[src/msvf_pkg.sv]
package msvf_pkg;

	localparam int TAN_DEPTH_DEF = 1024;
	localparam int EXP_DEPTH_DEF = 256;

	localparam int SR_W   = 18;
	localparam int BASE_W = 17;
	localparam int RQ_W   = 16;
	localparam int SMP_W  = 16;
	localparam int MOD_W  = 16;
	localparam int ADDR_W = 4;
	localparam int PDATA_W = 32;

	localparam int FREQ_W = 42;
	localparam int MA_W   = 50;
	localparam int MB_W   = 34;
	localparam int MAG_W  = 39;
	localparam int ACC_W  = MAG_W + MB_W;
	localparam int DIV_W  = 64;
	localparam int QUO_W  = 33;
	localparam int CNT_W  = 6;

	typedef enum logic [1:0] {
		REG_SAMPLE_RATE = 2'd0,
		REG_BASE_CUTOFF = 2'd1,
		REG_RESONANCE   = 2'd2
	} msvf_reg_t;

	typedef enum logic [4:0] {
		OP_NONE,
		OP_LOAD,
		OP_EXP,
		OP_FREQ,
		OP_NUM,
		OP_TCAP,
		OP_TDIV_GO,
		OP_TDIV_END,
		OP_TAN,
		OP_DDIV_END,
		OP_FR_GO,
		OP_FR_END,
		OP_G_END,
		OP_A_END,
		OP_HP_END,
		OP_V1_END,
		OP_V2_END,
		OP_OUT
	} msvf_op_t;

	typedef struct packed {
		logic tcap;
		logic div_done;
		logic mul_done;
	} msvf_stat_t;

endpackage

[src/msvf_ctrl.sv]
module msvf_ctrl (
	input  logic                  clk,
	input  logic                  arst_n,
	input  logic                  in_valid,
	output logic                  in_ready,
	output logic                  out_valid,
	input  logic                  out_ready,
	input  msvf_pkg::msvf_stat_t  stat,
	output msvf_pkg::msvf_op_t    op
);
	import msvf_pkg::*;

	typedef enum logic [15:0] {
		ST_IDLE  = 16'b0000_0000_0000_0001,
		ST_EXP   = 16'b0000_0000_0000_0010,
		ST_FREQ  = 16'b0000_0000_0000_0100,
		ST_NUM   = 16'b0000_0000_0000_1000,
		ST_TCHK  = 16'b0000_0000_0001_0000,
		ST_TDIV  = 16'b0000_0000_0010_0000,
		ST_TAN   = 16'b0000_0000_0100_0000,
		ST_DDIV  = 16'b0000_0000_1000_0000,
		ST_FRGO  = 16'b0000_0001_0000_0000,
		ST_FRMUL = 16'b0000_0010_0000_0000,
		ST_GDIV  = 16'b0000_0100_0000_0000,
		ST_AMUL  = 16'b0000_1000_0000_0000,
		ST_HPMUL = 16'b0001_0000_0000_0000,
		ST_V1MUL = 16'b0010_0000_0000_0000,
		ST_V2MUL = 16'b0100_0000_0000_0000,
		ST_DONE  = 16'b1000_0000_0000_0000
	} state_t;

	state_t state_q, state_d;
	logic   out_valid_q;

	always_comb begin
		state_d = state_q;
		op      = OP_NONE;
		case (state_q)
			ST_IDLE: begin
				if (in_valid) begin
					op      = OP_LOAD;
					state_d = ST_EXP;
				end
			end
			ST_EXP: begin
				op      = OP_EXP;
				state_d = ST_FREQ;
			end
			ST_FREQ: begin
				op      = OP_FREQ;
				state_d = ST_NUM;
			end
			ST_NUM: begin
				op      = OP_NUM;
				state_d = ST_TCHK;
			end
			ST_TCHK: begin
				if (stat.tcap) begin
					op      = OP_TCAP;
					state_d = ST_TAN;
				end else begin
					op      = OP_TDIV_GO;
					state_d = ST_TDIV;
				end
			end
			ST_TDIV: begin
				if (stat.div_done) begin
					op      = OP_TDIV_END;
					state_d = ST_TAN;
				end
			end
			ST_TAN: begin
				op      = OP_TAN;
				state_d = ST_DDIV;
			end
			ST_DDIV: begin
				if (stat.div_done) begin
					op      = OP_DDIV_END;
					state_d = ST_FRGO;
				end
			end
			ST_FRGO: begin
				op      = OP_FR_GO;
				state_d = ST_FRMUL;
			end
			ST_FRMUL: begin
				if (stat.mul_done) begin
					op      = OP_FR_END;
					state_d = ST_GDIV;
				end
			end
			ST_GDIV: begin
				if (stat.div_done) begin
					op      = OP_G_END;
					state_d = ST_AMUL;
				end
			end
			ST_AMUL: begin
				if (stat.mul_done) begin
					op      = OP_A_END;
					state_d = ST_HPMUL;
				end
			end
			ST_HPMUL: begin
				if (stat.mul_done) begin
					op      = OP_HP_END;
					state_d = ST_V1MUL;
				end
			end
			ST_V1MUL: begin
				if (stat.mul_done) begin
					op      = OP_V1_END;
					state_d = ST_V2MUL;
				end
			end
			ST_V2MUL: begin
				if (stat.mul_done) begin
					op      = OP_V2_END;
					state_d = ST_DONE;
				end
			end
			ST_DONE: begin
				if (!out_valid_q || out_ready) begin
					op      = OP_OUT;
					state_d = ST_IDLE;
				end
			end
			default: begin
				state_d = ST_IDLE;
			end
		endcase
	end

	always_ff @(posedge clk or negedge arst_n) begin
		if (!arst_n) begin
			state_q     <= ST_IDLE;
			out_valid_q <= 1'b0;
		end else begin
			state_q <= state_d;
			if (op == OP_OUT) begin
				out_valid_q <= 1'b1;
			end else if (out_ready) begin
				out_valid_q <= 1'b0;
			end
		end
	end

	assign in_ready  = (state_q == ST_IDLE);
	assign out_valid = out_valid_q;

endmodule

[config.mk]
export PLATFORM = sky130hd
export DESIGN_NAME = msvf_ctrl
export DESIGN_NICKNAME = d
export VERILOG_FILES = /design/src/msvf_pkg.sv /design/src/msvf_ctrl.sv
export SDC_FILE = /design/constraint.sdc
export NUM_CORES = 1
export LEC_CHECK = 0
export BUFFER_PORTS_ARGS = -buffer_cell sky130_fd_sc_hd__buf_4
export CORE_MARGIN = 10
export CORE_UTILIZATION = 57
export CTS_CLUSTER_SIZE = 40
export DETAILED_ROUTE_END_ITERATION = 8
export PLACE_DENSITY = 0.9
export SLEW_MARGIN = 20
export SYNTH_ARGS = -nofsm -noshare
export SYNTH_HDL_FRONTEND = slang
export SYNTH_SLANG_ARGS = --single-unit
[constraint.sdc]
create_clock -name clk -period 2.7 [get_ports clk]
set_clock_uncertainty 0.2 [all_clocks]
set_input_delay 0.27 -clock clk [delete_from_list [all_inputs] [get_ports clk]]
set_output_delay 0.27 -clock clk [all_outputs]
set_load 0.02 [all_outputs]
== Word level (Yosys, flattened, before mapping) ==
Index checks and enable logic that the tools add are counted.

* Memory bits (read-only): 0
* Output and inout bits: 7
* RAM bits: 0
* Logic and storage cells: 59
* Bits in registers: 17
* Bits in latches: 0
* Memories: 0

* Order comparisons: 0
* Bitwise logic cells: 0
* Multipliers: 0
* Reduce and logical (&&, ||, !) cells: 4
* Shifts and indexed selects: 0
* Equality and inequality tests: 27
* Add/subtract/negate cells: 0
* Div/mod/pow operators: 0
* Mux-type cells: 26

{| class="wikitable"
|+ Operators by type and width
! cell !! count
|-
| $pmux 16 s16 || 1
|-
| $mux 16 || 10
|-
| $pmux 5 s16 || 1
|-
| $mux 4 || 6
|-
| $ne 2x2->1 const B || 10
|-
| $eq 16x1->1 const B || 1
|-
| $eq 16x10->1 const B || 1
|-
| $eq 16x11->1 const B || 1
|-
| $eq 16x12->1 const B || 1
|-
| $eq 16x13->1 const B || 1
|-
| $eq 16x14->1 const B || 1
|-
| $eq 16x15->1 const B || 1
|-
| $eq 16x16->1 const B || 1
|-
| $eq 16x2->1 const B || 1
|-
| $eq 16x3->1 const B || 1
|-
| $eq 16x4->1 const B || 1
|-
| $eq 16x5->1 const B || 1
|-
| $eq 16x6->1 const B || 1
|-
| $eq 16x7->1 const B || 1
|-
| $eq 16x8->1 const B || 1
|-
| $eq 16x9->1 const B || 1
|-
| $mux 5 || 2
|-
| $reduce_and 10->1 || 1
|-
| $mux 7 || 1
|-
| 7 further kinds || 9
|}

== Depth between registers and ports, before layout ==
* Depth after elaboration: 6
* Gate-level depth with buffers: 6

== Least setup slack after synthesis ==
OpenSTA, ideal clock, no wires.

* Path type: reg2out
* From: reg state_q[12]
* To: out op[0]
* Buffers on the path: 1
* Data arrival time: 1920 ps
* Cell stages (with the launch flop): 7
* Path slack: 310 ps
* Data required time: 2230 ps
* Cells stage by stage: dfrtp_1 clkbuf_1 nor4_1 nand2_1 and4bb_1 a21boi_0 nand4b_1

* Word-level cells in the longest chain between the ends: 2
* Elaborated cells on any way between the ends: 17

{| class="wikitable"
|+ Ends and longest elaborated chain
! item !! RTL line !! RTL
|-
| start: declaration || msvf_ctrl.sv:32 || <nowiki>state_t state_q, state_d;</nowiki>
|-
| start signal: assignment || msvf_ctrl.sv:139 || <nowiki>state_q <= state_d;</nowiki>
|-
| $eq 16x1->1 || -- ||
|-
| via in_ready || msvf_ctrl.sv:5 || <nowiki>output logic in_ready,</nowiki>
|-
| $pmux 5 s16 || msvf_ctrl.sv:38 || <nowiki>case (state_q)</nowiki>
|-
| end: declaration || msvf_ctrl.sv:9 || <nowiki>output msvf_pkg::msvf_op_t op</nowiki>
|}

The timed path passes the listed nets, and every way through them passes these cells.

== Worst setup path after layout ==
* From: reg state_q[3]
* To: out op[0]

* Word-level cells in the longest chain between the ends: 2
* Elaborated cells on any way between the ends: 17

{| class="wikitable"
|+ Ends and longest elaborated chain
! item !! RTL line
|-
| $eq 16x16->1, or another cell as far along || msvf_ctrl.sv:38
|-
| $pmux 5 s16 (*) || msvf_ctrl.sv:38
|}

Mark *: on every way between the ends. The rest lies on a longest branch, timed or not.

==> results.py <==
metrics = {
    "clocking": {
        "cts_made_buffers": 3,
        "htreeDepth": 1,
        "clk_latency_ps": 300,
        "cts_tree": "yes",
        "numClockSinks": 17,
        "cts.clk_slew.worst_paths_ps": 90,
        "cts.root.buffer_cell": "clkbuf_4",
        "clockBufferDepth": 2,
    },
    "global_route": {
        "antenna_found_initial": 0,
        "grt_pass1_vias": 1212,
        "grt_start_max_net_pins": 18,
        "overflow": 0,
        "grt_pass1_wl_mm": 5.623,
        "track_usage_pct": 16.44,
    },
    "cells_and_area": {
        "seqCellArea_um2": 429.2,
        "antennaDiodeCount": 0,
        "fin_nets": 177,
        "fin_cells": 196,
        "design_area_mm2": 0.001533,
        "final_layout_size_suffix_gt1_share_pct": 31.95,
        "final_util_pct": 78.13,
        "multi_input_area_um2": 770.7,
        "area_growth_pct": 29.49,
        "n_fill_cell": 146,
    },
    "critical_path": {
        "arrival_ps": 2280,
        "cpPeakStageDelay_ps": 560,
        "critPathCaptureType": "primary output",
        "path_buf_inv": 1,
        "worstSetupStartpointType": "flop",
        "slowest_stage": "or4_4",
        "crit_type": "reg2out",
        "crit_fanout": 3,
        "path_delay_family": "simple AND/OR/NAND/NOR gates",
        "cp.required_ps": 2230,
        "crit_chain": "or4_4 -> or3_4 -> nor3_4 -> o21bai_4 -> nand4b_1 -> buf_4",
    },
    "die": {
        "dieArea_mm2": 0.004299,
        "pin_count": 14,
        "core-area_mm2": 0.001962,
        "die_height_um": 65.57,
        "dieWidth_um": 65.57,
        "rows": 16,
        "start_util_pct": 60.33,
    },
    "sta": {
        "grt_setup_unrepaired": "yes",
        "period_share_pct": 101.8,
        "worst-slew-pin-transition_ps": 462.3,
        "hold_viol_final": 0,
        "min_period_ps": 2748,
        "final-setup-viol-count": 2,
        "final.setup.worst_slack_ps": -47.74,
        "slew_violations": 0,
        "fmax_mhz": 363.9,
        "slew_headroom_pct": 68.90,
    },
    "power_and_ir_drop": {
        "p_leak_nw": 0.6942,
        "p_sw_w": 0.0003526,
        "p_clk_share_pct": 14.7,
        "finalPower_w": 0.0009243,
        "power.sequential.fraction_pct": 33.6,
        "power.density_mw_per_mm2": 603.0,
        "cellInternalPower_w": 0.0005717,
        "p_sw_share_pct": 38.14,
        "peakVddDrop_uv": 506.5,
        "power_frac_comb_pct": 51.7,
    },
    "placed_design": {
        "place_hpwl_mm": 2.493,
        "place_area_mm2": 0.001381,
        "gp_congestion": 0.9758,
        "port-buffer-count": 13,
        "dp.cells": 185,
    },
    "logic_synthesis": {
        "synth_ff_type": "dfrtp_1",
        "synth.net_count": 147,
        "synth_edf_count": 0,
        "syn-instance-count": 140,
        "yosys_warnings": 0,
        "async_reset_ff_share_pct": 100.0,
        "synth_top_area_share_pct": 33.83,
        "yosysSeqAreaShare_pct": 36.05,
        "netlist_top_cells_area": "dfrtp_1, nor4_1, nor2_1",
        "synth_top_cell_by_area": "dfrtp_1",
        "ys_ff_latch": 17,
        "avgSynthCellArea_um2": 8.455,
        "synth.distinct_cells": 39,
        "syn_area_mm2": 0.001184,
    },
    "routing": {
        "firstDrtPassIters": 4,
        "ant_nets": 0,
        "wl_per_cell_um": 17.58,
        "drt_wl_total_mm": 3.445,
        "vias": 1272,
        "drc": 0,
        "vias_per_cell": 6.490,
        "drt_iter0_drc": 98,
    },
    "job": {
        "maxCapViolCount": 0,
    },
    "worst_hold_path": {
        "min_path_type": "in2reg",
    },
    "status": {
        "violations": "negative setup slack",
        "outcome": "finished with violations",
    },
}
final timing paths:
kind / slack [ps] / cells after the start / from / end
max in group asynchronous: 1850 / 2 / arst_n / state_q[0]$_DFFE_PN1P_
setup reg to reg: 330 / 6 / state_q[9]$_DFFE_PN0P_ / state_q[0]$_DFFE_PN1P_
setup / recovery: -50 / 6 / state_q[3]$_DFFE_PN0P_ / op[0]
min in group asynchronous: 190 / 2 / arst_n / state_q[11]$_DFFE_PN0P_
hold reg to reg: 400 / 2 / out_valid$_DFFE_PN0P_ / out_valid$_DFFE_PN0P_
hold / removal: 60 / 2 / stat[0] / state_q[14]$_DFFE_PN0P_
routing by layer:
metal	up-vias	global-route usage, %	wire length, um
li1	576	-	-
met1	612	19.72	1350
met2	73	26.83	1752
met3	11	5.085	271
met4	0	6.150	71
met5	-	0	0
worst register-to-register path, delay by kind of cell (launching register included):
kind	cells	cell delay, ps
and+or+nand+nor	3	1110
DFF	1	430
AOI/OAI and AO/OA	2	400
buffers and inverters	1	180
sequential cells by signal, summed over array words and instances, names as in the netlist:
signal	cells
state_q	16
out_valid	1
cell usage after synthesis, types with 2 or more instances:
master / count
nor4_1: 8
xnor2_1: 4
o21ai_0: 7
nor3_1: 6
or3_1: 7
dfrtp_1: 16
a21oi_1: 8
nand3b_1: 6
clkbuf_1: 7
nor4_2: 3
or3b_2: 2
nor2_1: 13
nand2b_1: 3
mux2i_1: 2
or4_1: 3
nand2_1: 9
nand4b_1: 2
inv_1: 3
nand4_1: 3
nand3_1: 6
nor2b_1: 4
per-stage QoR:
stage                     setup TNS (ps)  hold slack [ps]  setup WS, ps
after floorplan                        0           -225.6         309.7
after global placement                 0           -53.76         254.1
after detailed placement               0           -52.74         185.2
after CTS                         -23.97            46.59        -23.97
after global routing              -234.9            57.91        -123.0
final                             -63.80            61.26        -47.74
placed cells by master, fill, tap and decap left out, drive strengths merged, types with 2 or more instances in the layout:
cell,count
nand3,6
dlygate4sd3,2
or3,8
nand2b,3
dfrtp,16
o21ai,7
nor2,13
nand4b,2
or4,4
nand3b,6
nand2,9
nor4,12
mux2i,2
nand4,3
nor2b,4
buf,31
clkbuf,3
a21oi,8
or3b,2
inv,3
nor3,6
xnor2,4
power by group through the flow:
stage	clock network [W]	registers (W)	logic, W
6_report	0.000136	0.000310	0.000478
5_1_grt	0.000151	0.000315	0.000521
4_1_cts	0.000140	0.000308	0.000431
3_5_place_dp	0	0.000319	0.000391
3_3_place_gp	0	0.000317	0.000376
2_1_floorplan	0	0.000312	0.000248
timing repair:
item                                    in CTS  in global routing
endpoints found under the hold margin       18                  0
setup buffers                                4                  1
pin swaps                                    1                  2
endpoints found under the setup margin       3                  4
resized for setup                            6                  9
hold buffers                                 2                  0
logic make-up after synthesis:
group	after synthesis	share of synthesized area [%]
AO/OA/AOI/OAI	22	10.78
AND/OR/NAND/NOR	83	44.19
multiplexers	2	1.691
XOR/XNOR	5	3.700
buffers and inverters	11	3.594
flip-flops	17	36.05
area by class of cell:
type / instances / area share (%)
Clock buffer: 3 / 1.469
Sequential cell: 17 / 28.00
Tap cell: 27 / 2.204
Timing Repair Buffer: 33 / 16.98
Clock inverter: 1 / 0.3265
Inverter: 3 / 0.7347
Multi-Input combinational cell: 112 / 50.29
No activity file was read; power rests on OpenSTA's default activity.
